$ cat src/positional_list_insert_delete_defines.svh
// Assertion macros for the positional list top level.
`ifndef POSITIONAL_LIST_INSERT_DELETE_DEFINES_SVH
`define POSITIONAL_LIST_INSERT_DELETE_DEFINES_SVH
`ifndef SYNTHESIS
// Check a property while out of reset.
`define PLID_ASSERT(lbl, prop) \
    lbl: assert property (@(posedge aclk) disable iff (!aresetn) prop) \
        else $error("positional list check failed");
// Check a property on every edge, reset included.
`define PLID_ASSERT_RST(lbl, prop) \
    lbl: assert property (@(posedge aclk) prop) \
        else $error("positional list reset check failed");
`else
`define PLID_ASSERT(lbl, prop)
`define PLID_ASSERT_RST(lbl, prop)
`endif
`endif

$ cat src/plid_pkg.sv
// Types and codes for the positional list.
package plid_pkg;

    localparam int POS_W   = 6;
    localparam int DATA_W  = 32;
    localparam int COUNT_W = 6;

    localparam logic [1:0] KIND_INSERT = 2'd0;
    localparam logic [1:0] KIND_DELETE = 2'd1;
    localparam logic [1:0] KIND_READ   = 2'd2;
    localparam logic [1:0] KIND_CLEAR  = 2'd3;

    localparam logic [1:0] ST_DONE  = 2'd0;
    localparam logic [1:0] ST_RANGE = 2'd1;
    localparam logic [1:0] ST_FULL  = 2'd2;

    typedef struct packed {
        logic [1:0]               kind;
        logic [POS_W-1:0]         position;
        logic signed [DATA_W-1:0] value;
    } in_item_t;

    typedef struct packed {
        logic [1:0]               status;
        logic [COUNT_W-1:0]       entry_count;
        logic signed [DATA_W-1:0] read_value;
    } out_item_t;

    // Shift command broadcast to every cell.
    typedef struct packed {
        logic                     ins;
        logic                     del;
        logic signed [DATA_W-1:0] value;
    } cell_cmd_t;

endpackage

$ cat src/plid_cell.sv
// One list cell: holds one entry and shifts with its neighbors.
module plid_cell #(
    parameter int INDEX = 0,
    parameter int TW    = 6
) (
    input  logic                              aclk,
    input  plid_pkg::cell_cmd_t               cmd,
    input  logic [TW-1:0]                     target,
    input  logic signed [plid_pkg::DATA_W-1:0] left_data,
    input  logic signed [plid_pkg::DATA_W-1:0] right_data,
    output logic signed [plid_pkg::DATA_W-1:0] q
);
    import plid_pkg::*;

    logic signed [DATA_W-1:0] entry_reg;
    logic signed [DATA_W-1:0] entry_next;

    // Take from the lower neighbor on insert, from the upper one on delete.
    always_comb begin
        entry_next = entry_reg;
        if (cmd.ins) begin
            if (INDEX > int'(target)) begin
                entry_next = left_data;
            end else if (INDEX == int'(target)) begin
                entry_next = cmd.value;
            end
        end else if (cmd.del) begin
            if (INDEX >= int'(target)) begin
                entry_next = right_data;
            end
        end
    end

    always_ff @(posedge aclk) begin
        entry_reg <= entry_next;
    end

    assign q = entry_reg;

endmodule

$ cat src/positional_list_insert_delete.sv
// Positional list top level: control, count, cell chain and result register.
// The result of an item is registered when the item transfers and shown in the next cycle.
// Throughput: one item per cycle while results are taken; every cell shifts in parallel.
// A stalled result holds the input off until it is taken.
// Reset (aresetn low, synchronous) empties the list and drops any pending result;
// entry contents are not cleared and are never read before being written.
`include "positional_list_insert_delete_defines.svh"
module positional_list_insert_delete #(
    parameter int DEPTH = 32
) (
    input  logic                aclk,
    input  logic                aresetn,
    input  logic                s_valid,
    output logic                s_ready,
    input  plid_pkg::in_item_t  s_item,
    output logic                m_valid,
    input  logic                m_ready,
    output plid_pkg::out_item_t m_item
);
    import plid_pkg::*;

    localparam int CW   = $clog2(DEPTH + 1);
    localparam int IW   = $clog2(DEPTH);
    localparam int CMPW = (CW > POS_W) ? CW : POS_W;

    logic                     accept;
    logic [CW-1:0]            count_reg;
    logic [CW-1:0]            count_next;
    logic                     m_valid_reg;
    out_item_t                out_reg;
    logic [CMPW-1:0]          pos_w;
    logic [CMPW-1:0]          cnt_w;
    logic [CMPW-1:0]          pos_m1;
    logic [CMPW-1:0]          target;
    logic [IW-1:0]            rd_idx;
    logic                     do_ins;
    logic                     do_del;
    logic [1:0]               status;
    logic signed [DATA_W-1:0] rd_value;
    cell_cmd_t                cmd;
    logic signed [DATA_W-1:0] q_arr [DEPTH];

    assign s_ready = !m_valid_reg || m_ready;
    assign accept  = s_valid && s_ready;

    assign pos_w  = CMPW'(s_item.position);
    assign cnt_w  = CMPW'(count_reg);
    assign pos_m1 = pos_w - CMPW'(1);
    assign rd_idx = pos_m1[IW-1:0];

    // Decode the operation and check its range and, for an insert, a full list.
    always_comb begin
        status     = ST_DONE;
        do_ins     = 1'b0;
        do_del     = 1'b0;
        rd_value   = '0;
        count_next = count_reg;
        target     = pos_w;
        unique case (s_item.kind)
            KIND_INSERT: begin
                if (pos_w > cnt_w) begin
                    status = ST_RANGE;
                end else if (cnt_w >= CMPW'(DEPTH)) begin
                    status = ST_FULL;
                end else begin
                    do_ins     = 1'b1;
                    count_next = count_reg + CW'(1);
                end
            end
            KIND_DELETE: begin
                target = pos_m1;
                if (pos_w == '0 || pos_w > cnt_w) begin
                    status = ST_RANGE;
                end else begin
                    do_del     = 1'b1;
                    count_next = count_reg - CW'(1);
                end
            end
            KIND_READ: begin
                if (pos_w == '0 || pos_w > cnt_w) begin
                    status = ST_RANGE;
                end else begin
                    rd_value = q_arr[rd_idx];
                end
            end
            KIND_CLEAR: begin
                count_next = '0;
            end
            default: begin
                status = ST_DONE;
            end
        endcase
    end

    assign cmd.ins   = accept && do_ins;
    assign cmd.del   = accept && do_del;
    assign cmd.value = s_item.value;

    // Build the cell chain; the ends take zero from outside.
    for (genvar i = 0; i < DEPTH; i++) begin : g_cell
        logic signed [DATA_W-1:0] left_d;
        logic signed [DATA_W-1:0] right_d;
        if (i == 0) begin : g_head
            assign left_d = '0;
        end else begin : g_body_l
            assign left_d = q_arr[i-1];
        end
        if (i == DEPTH - 1) begin : g_tail
            assign right_d = '0;
        end else begin : g_body_r
            assign right_d = q_arr[i+1];
        end
        plid_cell #(
            .INDEX (i),
            .TW    (CMPW)
        ) u_cell (
            .aclk       (aclk),
            .cmd        (cmd),
            .target     (target),
            .left_data  (left_d),
            .right_data (right_d),
            .q          (q_arr[i])
        );
    end

    // Advance the count and hold the result until transfer.
    always_ff @(posedge aclk) begin
        if (!aresetn) begin
            count_reg   <= '0;
            m_valid_reg <= 1'b0;
        end else begin
            if (accept) begin
                count_reg   <= count_next;
                m_valid_reg <= 1'b1;
            end else if (m_ready) begin
                m_valid_reg <= 1'b0;
            end
        end
    end

    always_ff @(posedge aclk) begin
        if (accept) begin
            out_reg.status      <= status;
            out_reg.entry_count <= COUNT_W'(count_next);
            out_reg.read_value  <= rd_value;
        end
    end

    assign m_valid = m_valid_reg;
    assign m_item  = out_reg;

    `PLID_ASSERT(a_count_bound, count_reg <= CW'(DEPTH))
    `PLID_ASSERT(a_clear_empties, (accept && s_item.kind == KIND_CLEAR) |=> count_reg == '0)
    `PLID_ASSERT(a_insert_grows, cmd.ins |=> count_reg == $past(count_reg) + CW'(1))
    `PLID_ASSERT(a_stall_cause, !s_ready |-> m_valid_reg)
    `PLID_ASSERT(a_full_count, (m_valid_reg && out_reg.status == ST_FULL) |-> count_reg == CW'(DEPTH))
    `PLID_ASSERT_RST(a_reset_state, !aresetn |=> (count_reg == '0 && !m_valid_reg))

endmodule

$ cat config.mk
export PLATFORM = sky130hd
export DESIGN_NAME = positional_list_insert_delete
export DESIGN_NICKNAME = d
export VERILOG_FILES = /design/src/plid_pkg.sv /design/src/plid_cell.sv /design/src/positional_list_insert_delete.sv
export VERILOG_INCLUDE_DIRS = /design/src /design/src/src
export SDC_FILE = /design/constraint.sdc
export NUM_CORES = 2
export LEC_CHECK = 0
export BUFFER_PORTS_ARGS = -buffer_cell sky130_fd_sc_hd__clkbuf_2
export CORE_MARGIN = 2
export CORE_UTILIZATION = 54
export CTS_CLUSTER_DIAMETER = 120
export DETAILED_ROUTE_END_ITERATION = 12
export GPL_TIMING_DRIVEN = 0
export PLACE_DENSITY = 0.67
export SLEW_MARGIN = 40
export SYNTH_ARGS = -nofsm -noshare
export SYNTH_HDL_FRONTEND = slang
export SYNTH_SLANG_ARGS = --single-unit
$ cat constraint.sdc
create_clock -name aclk -period 8.1 [get_ports aclk]
set_clock_uncertainty 0.05 [all_clocks]
set_input_delay 0.81 -clock aclk [delete_from_list [all_inputs] [get_ports aclk]]
set_output_delay 0.81 -clock aclk [all_outputs]
set_load 0.05 [all_outputs]
## Word-level counts from Yosys, hierarchy flattened

Index checks and enable logic that the tools add are counted.

- Bits in registers: 1071
- Output and inout port bits: 42

- Add/sub/neg operators: 3
- Order comparisons: 66
- Equal/unequal tests: 66
- Multiplexer cells: 178
- Bitwise gates (word level): 2
- Reductions and logical operators: 77

Operators with widths:

| cell | count |
|---|---|
| 32-bit two-way mux | 161 |
| 32-bit binary-select mux with 5-bit select | 1 |
| 6-bit == test, first input constant | 16 |
| 5-bit by 6-bit greater-or-equal comparator with 1-bit output, first input constant | 16 |
| 5-bit by 6-bit greater-than comparator with 1-bit output, first input constant | 16 |
| 3-bit AND reduction | 32 |
| 3-bit by 1-bit inequality test with 1-bit output, second input constant | 31 |
| 2-bit nonzero test | 34 |
| 5-bit by 6-bit == test with 1-bit output, first input constant | 8 |
| 4-bit by 6-bit greater-or-equal comparator with 1-bit output, first input constant | 8 |
| 4-bit by 6-bit greater-than comparator with 1-bit output, first input constant | 8 |
| 4-bit by 6-bit == test with 1-bit output, first input constant | 4 |
| 3-bit by 6-bit greater-or-equal comparator with 1-bit output, first input constant | 4 |
| 3-bit by 6-bit greater-than comparator with 1-bit output, first input constant | 4 |
| 6-bit two-way mux | 4 |
| 6-bit case mux with 3 select lines | 1 |
| 3-bit by 6-bit == test with 1-bit output, first input constant | 2 |
| 1-bit by 6-bit greater-or-equal comparator with 1-bit output, first input constant | 2 |
| 2-bit by 6-bit greater-or-equal comparator with 1-bit output, first input constant | 2 |
| 6-bit greater-or-equal comparator, second input constant | 2 |
| 2-bit by 6-bit greater-than comparator with 1-bit output, first input constant | 2 |
| 6-bit logical NOT | 2 |
| 6-bit by 1-bit subtractor with 6-bit output, second input constant | 2 |
| 1-bit two-way mux | 8 |
| 16 further kinds | 22 |

## Logic depth before layout (Yosys ltp)

- Word-level depth: 7
- Depth in mapped cells: 13
- Depth with buffers taken out: 8

## Cells and area by module

From an unflattened synthesis, not the netlist that was laid out.

- Cells, all modules: 6423
- Area, all modules: 67873.8 sq um

Modules (own cells, without submodules):

| module | times used | cells an instance | area each (sq um) | sequential area each (sq um) |
|---|---|---|---|---|
| positional_list_insert_delete | 1 | 833 | 10598.9 | 1341.3 |
| plid_cell (g_cell[10].u_cell ...) | 2 | 186 | 1754.2 | 960.9 |
| plid_cell (g_cell[31].u_cell) | 1 | 259 | 2511.2 | 960.9 |
| plid_cell (g_cell[19].u_cell) | 1 | 292 | 2438.6 | 960.9 |
| plid_cell (g_cell[22].u_cell) | 1 | 188 | 2062.0 | 960.9 |
| plid_cell (g_cell[8].u_cell) | 1 | 188 | 1916.8 | 960.9 |
| plid_cell (g_cell[25].u_cell) | 1 | 185 | 1906.8 | 960.9 |
| plid_cell (g_cell[27].u_cell) | 1 | 185 | 1903.1 | 960.9 |
| plid_cell (g_cell[16].u_cell) | 1 | 184 | 1871.8 | 960.9 |
| plid_cell (g_cell[18].u_cell) | 1 | 185 | 1851.8 | 960.9 |
| plid_cell (g_cell[2].u_cell) | 1 | 184 | 1843.0 | 960.9 |
| plid_cell (g_cell[26].u_cell) | 1 | 185 | 1834.3 | 960.9 |
| plid_cell (g_cell[1].u_cell) | 1 | 192 | 1814.2 | 960.9 |
| plid_cell (g_cell[11].u_cell) | 1 | 185 | 1770.4 | 960.9 |
| 18 more rows | n/a | n/a | n/a | n/a |

## Worst setup path after synthesis

OpenSTA, ideal clock, no wires.

- Path kind: input to register
- Start: input s_item[32] in the netlist's numbering
- End: register g_cell[0].u_cell.entry_reg[0], enable pin
- Setup time: 0.468 ns
- Arrival: 5.044 ns
- Setup slack: 2.538 ns
- Stages: 9
- Buffers on the path: 3
- Cells stage by stage: clkbuf_1 -> inv_1 -> ha_1 -> clkbuf_1 -> nand2_1 -> xor2_2 -> clkbuf_1 -> nand2_1 -> nor3b_1

- Cells in the longest elaborated chain, start to end: 7
- Elaborated cells between the ends (all ways): 17
- Classes of those cells: add/sub (1); order compare (2); eq/ne (1); mux (5); reduce/logical (8)

Ends and longest elaborated chain:

| element | line | RTL |
|---|---|---|
| start: declaration | positional_list_insert_delete.sv:15 | `input plid_pkg::in_item_t s_item,` |
| branches (longest 6 deep; another with 6-bit by 1-bit subtractor with 6-bit output) | n/a |  |
| 3-bit AND reduction (no source line) * | n/a |  |
| end signal: assignment | plid_cell.sv:35 | `entry_reg <= entry_next;` |
| end: declaration | plid_cell.sv:15 | `logic signed [DATA_W-1:0] entry_reg;` |

Every way passes the cells marked *.
A chain may end at the register's enable or synchronous reset.

## Worst setup path in the final report

- Start: input s_item[32] in the netlist's numbering
- End: register g_cell[1].u_cell.entry_reg[27], enable pin

- Cells in the longest elaborated chain, start to end: 7
- Elaborated cells between the ends (all ways): 18
- Classes of those cells: add/sub (1); order compare (3); eq/ne (2); mux (5); reduce/logical (7)

Ends and longest elaborated chain:

| element | line |
|---|---|
| branches (longest 6 deep; another with 6-bit by 1-bit subtractor with 6-bit output) | n/a |
| 3-bit AND reduction (no source line) * | n/a |
| end signal: assignment | plid_cell.sv:35 |
| end: declaration | plid_cell.sv:15 |

Marked as above.

==> impl_metrics.py <==
metrics = {
    "timing": {
        "drv_slew": 0,
        "finalHoldViolCount": 0,
        "rsz0062_at_grt": "false",
        "worstMarginPinSlew_ns": 1.04,
        "setup_slack_ns": 2.25,
        "finalSetupViolations": 0,
        "slew-limit-headroom_pct": 31.0,
        "min_period_over_period_pct": 72.2,
        "hold_ws_ns": 0.243,
        "layout_min_cycle_time_ns": 5.85,
        "timing.fmax_mhz": 171,
    },
    "place": {
        "place.gp.congestion": 0.998,
        "placed_area_um2": 65200,
        "dpl.hpwl_mm": 195,
        "port_buffers": 85,
        "place_worst_setup_slack_ns": 1.74,
    },
    "floorplanning": {
        "die_w_um": 341,
        "die_h_um": 341,
        "start_util_pct": 54.6,
        "core_area_um2": 113000,
        "ios": 86,
        "dieArea_um2": 117000,
        "rows": 123,
    },
    "worst_hold_path": {
        "whs_path_depth": 3,
        "hold_start": "s_valid",
        "holdPathEnd": "m_valid",
        "hold_path.class": "in -> reg",
    },
    "grt": {
        "grt_start_max_net_pins": 33,
        "grt-ovfl-total": 0,
        "antenna_found_initial": 11,
        "grt_pass1_wl_mm": 357,
        "grt_pass1_vias": 50500,
        "grt_use_total_pct": 42.4,
    },
    "clock_network": {
        "cts_resized": 0,
        "cts_setup_buffers": 0,
        "cts_tree": "built",
        "clock-sinks": 1071,
        "cts_hold_buf": 0,
        "clkTransAtPathRegs_ns": 0.06,
        "htree_levels": 3,
        "root_buffer": "clkbuf_16",
        "cts_made_buffers": 121,
        "worst_skew_pair.late_latency_ns": 0.75,
        "cts_buffer_depth": 3,
    },
    "synth": {
        "synthArstFlopShare_pct": 0,
        "syn_nets": 5632,
        "yosysSeqAreaShare_pct": 52.2,
        "synth_edf_count": 1064,
        "ys_ff_latch": 1071,
        "avgSynthCellArea_um2": 11.0,
        "synthDistinctLibCells": 72,
        "synth_area_um2": 61500,
        "syn_inst": 5573,
        "synthFlopType": "edfxtp_1",
        "ys_warn_count": 0,
    },
    "finish": {
        "layout_commonest_cell": "nand2_1",
        "seq_area_um2": 32100,
        "drive_gt1_share_pct": 14.5,
        "fin_util_pct": 61.4,
        "area_growth_pct": 12.5,
        "layout_common_cells": "nand2_1 (1230), edfxtp_1 (1064), nand3_1 (619)",
        "largest_reg_flops": 1024,
        "multiInputGateArea_um2": 27100,
        "nFillCells": 9415,
        "nets": 5915,
        "design_area_um2": 69200,
    },
    "power_and_ir_drop": {
        "power_leakage_nw": 25.1,
        "p_seq_share_pct": 45.5,
        "p_sw_mw": 3.77,
        "swShare_pct": 27.7,
        "finalPower_mw": 13.6,
        "combPwrFrac_pct": 13.6,
        "powerDensity_nw_per_um2": 197,
        "p_clk_share_pct": 41.0,
        "ir_drop_mv": 0.158,
        "power.internal_mw": 9.87,
    },
    "detailed_routing": {
        "viasPerCell": 7.12,
        "drt_iter0_markers": 8738,
        "num_vias": 53100,
        "drt_wl_total_mm": 250,
        "first_pass_iters": 8,
        "drc_errors": 0,
        "final_antenna_net_count": 0,
        "wl_per_cell_um": 33.5,
    },
    "worst_setup_path": {
        "end_kind": "register",
        "worstPathMaxFanout": 10,
        "startpoint_type": "input port",
        "worstRegToRegCells": 13,
        "reg2reg_to": "g_cell[0].u_cell.q[27]",
        "crit_type": "in -> reg",
        "r2r_slack_ns": 2.80,
        "critPathRequiredTime_ns": 8.48,
        "cp.arrival_ns": 6.23,
        "rr_startpoint": "cnt_w[5]",
    },
    "run_status": {
        "status": "finished clean",
    },
    "job": {
        "cap_violations": 0,
    },
}
==> stage by stage <==
| stage | std cells | TNS (ns) |
|---|---|---|
| global placement | 7158 | -219.35 |
| detailed placement | 7229 | 0 |
| floorplan | 5573 | 0 |
| global route | 7455 | 0 |
| CTS | 7451 | 0 |
| finish | 7464 | 0 |
==> layout make-up <==
| class | instances | area share, % |
|---|---|---|
| Tap cell | 1500 | 2.71 |
| Antenna cell | 9 | 0.0326 |
| Sequential cell | 1071 | 46.4 |
| Timing Repair Buffer | 160 | 2.23 |
| Buffer | 605 | 3.85 |
| Clock inverter | 67 | 0.877 |
| Multi-Input combinational cell | 3880 | 39.1 |
| Clock buffer | 155 | 4.72 |
| Inverter | 17 | 0.0922 |
==> kinds of logic (layout without fill, tap and decap cells) <==
family                     after synthesis  count (layout)  share of synthesized area, %
other                                    0               9                             0
and+or+nand+nor                       2010            2010                          14.0
muxes                                  675             675                          16.2
xor gates and xnor gates                 8               8                         0.138
buffers and inverters                  622            1004                          4.25
adders and majority gates               15              15                         0.305
DFF                                   1071            1071                          52.2
AOI/OAI and AO/OA                     1172            1172                          12.9
==> worst max-delay path: stages <==
cell	delay, ns
clkbuf_2	0.13
clkbuf_1	0.65
inv_1	0.29
ha_1	0.31
clkbuf_1	0.29
nand2_1	0.27
xor2_2	0.49
clkbuf_1	0.73
nand2_1	0.42
nor3_2	0.24
buf_2	0.25
buf_2	0.26
buf_2	0.28
buf_2	0.27
buf_2	0.25
buf_2	0.25
==> worst max-delay path by stage <==
| stage | start | end | depth (start not counted) |
|---|---|---|---|
| global route | s_item[32] | g_cell[1].u_cell.q[27] | 16 |
| finish | s_item[32] | g_cell[1].u_cell.q[27] | 16 |
| detailed placement | s_item[32] | g_cell[1].u_cell.q[26] | 16 |
| CTS | s_item[32] | g_cell[1].u_cell.q[28] | 16 |
| floorplan | s_item[32] | g_cell[0].u_cell.q[0] | 9 |
| global placement | s_item[32] | g_cell[0].u_cell.q[26] | 9 |
==> power by group through the flow <==
stage          combinational [mW]  clock, mW  sequential, mW
4_1_cts                      1.77       5.56            6.20
6_report                     1.85       5.59            6.20
2_1_floorplan                1.03          0            6.35
3_5_place_dp                 1.76          0            6.32
3_3_place_gp                 1.69          0            6.32
5_1_grt                      1.89       5.76            6.20
==> cell usage after synthesis, types with 3 or more instances <==
| master | instances | area, um2 |
|---|---|---|
| nand4_1 | 4 | 25.0 |
| a211oi_1 | 34 | 255 |
| mux2i_1 | 419 | 4190 |
| nor2b_1 | 5 | 31.3 |
| buf_4 | 10 | 75.1 |
| a21oi_1 | 74 | 370 |
| nand2_1 | 1231 | 4620 |
| clkinv_1 | 3 | 11.3 |
| ha_1 | 15 | 188 |
| nor3_1 | 9 | 45.0 |
| buf_6 | 15 | 169 |
| xnor2_1 | 4 | 35.0 |
| nor3b_1 | 3 | 22.5 |
| nor2_2 | 3 | 18.8 |
| o2bb2ai_1 | 3 | 26.3 |
| o31ai_1 | 5 | 37.5 |
| o21ai_0 | 243 | 1220 |
| nand2b_1 | 3 | 18.8 |
| o211ai_1 | 609 | 4570 |
| and2_1 | 38 | 238 |
| nand3_1 | 619 | 3100 |
| inv_1 | 14 | 52.6 |
| a31oi_1 | 37 | 231 |
| dfxtp_1 | 7 | 140 |
| clkbuf_1 | 409 | 1540 |
| o21ai_1 | 86 | 430 |
| o41ai_1 | 3 | 26.3 |
| a22oi_1 | 6 | 45.0 |
| nor2_1 | 67 | 251 |
| buf_2 | 102 | 510 |
| edfxtp_1 | 1064 | 32000 |
| a32o_1 | 35 | 350 |
| and3_1 | 15 | 93.8 |
| buf_1 | 69 | 259 |
| mux4_2 | 256 | 5770 |
| o21ai_4 | 3 | 48.8 |
| o31a_1 | 3 | 26.3 |
==> metal layers <==
metal / vias up / part of all wire (%) / track usage (%)
li1: 21900 / - / -
met1: 26200 / 37 / 56.8
met2: 4280 / 43 / 62.2
met3: 709 / 13 / 12.0
met4: 4 / 6.7 / 24.0
met5: - / 0.011 / 0
No activity file was read; power rests on OpenSTA's default activity.
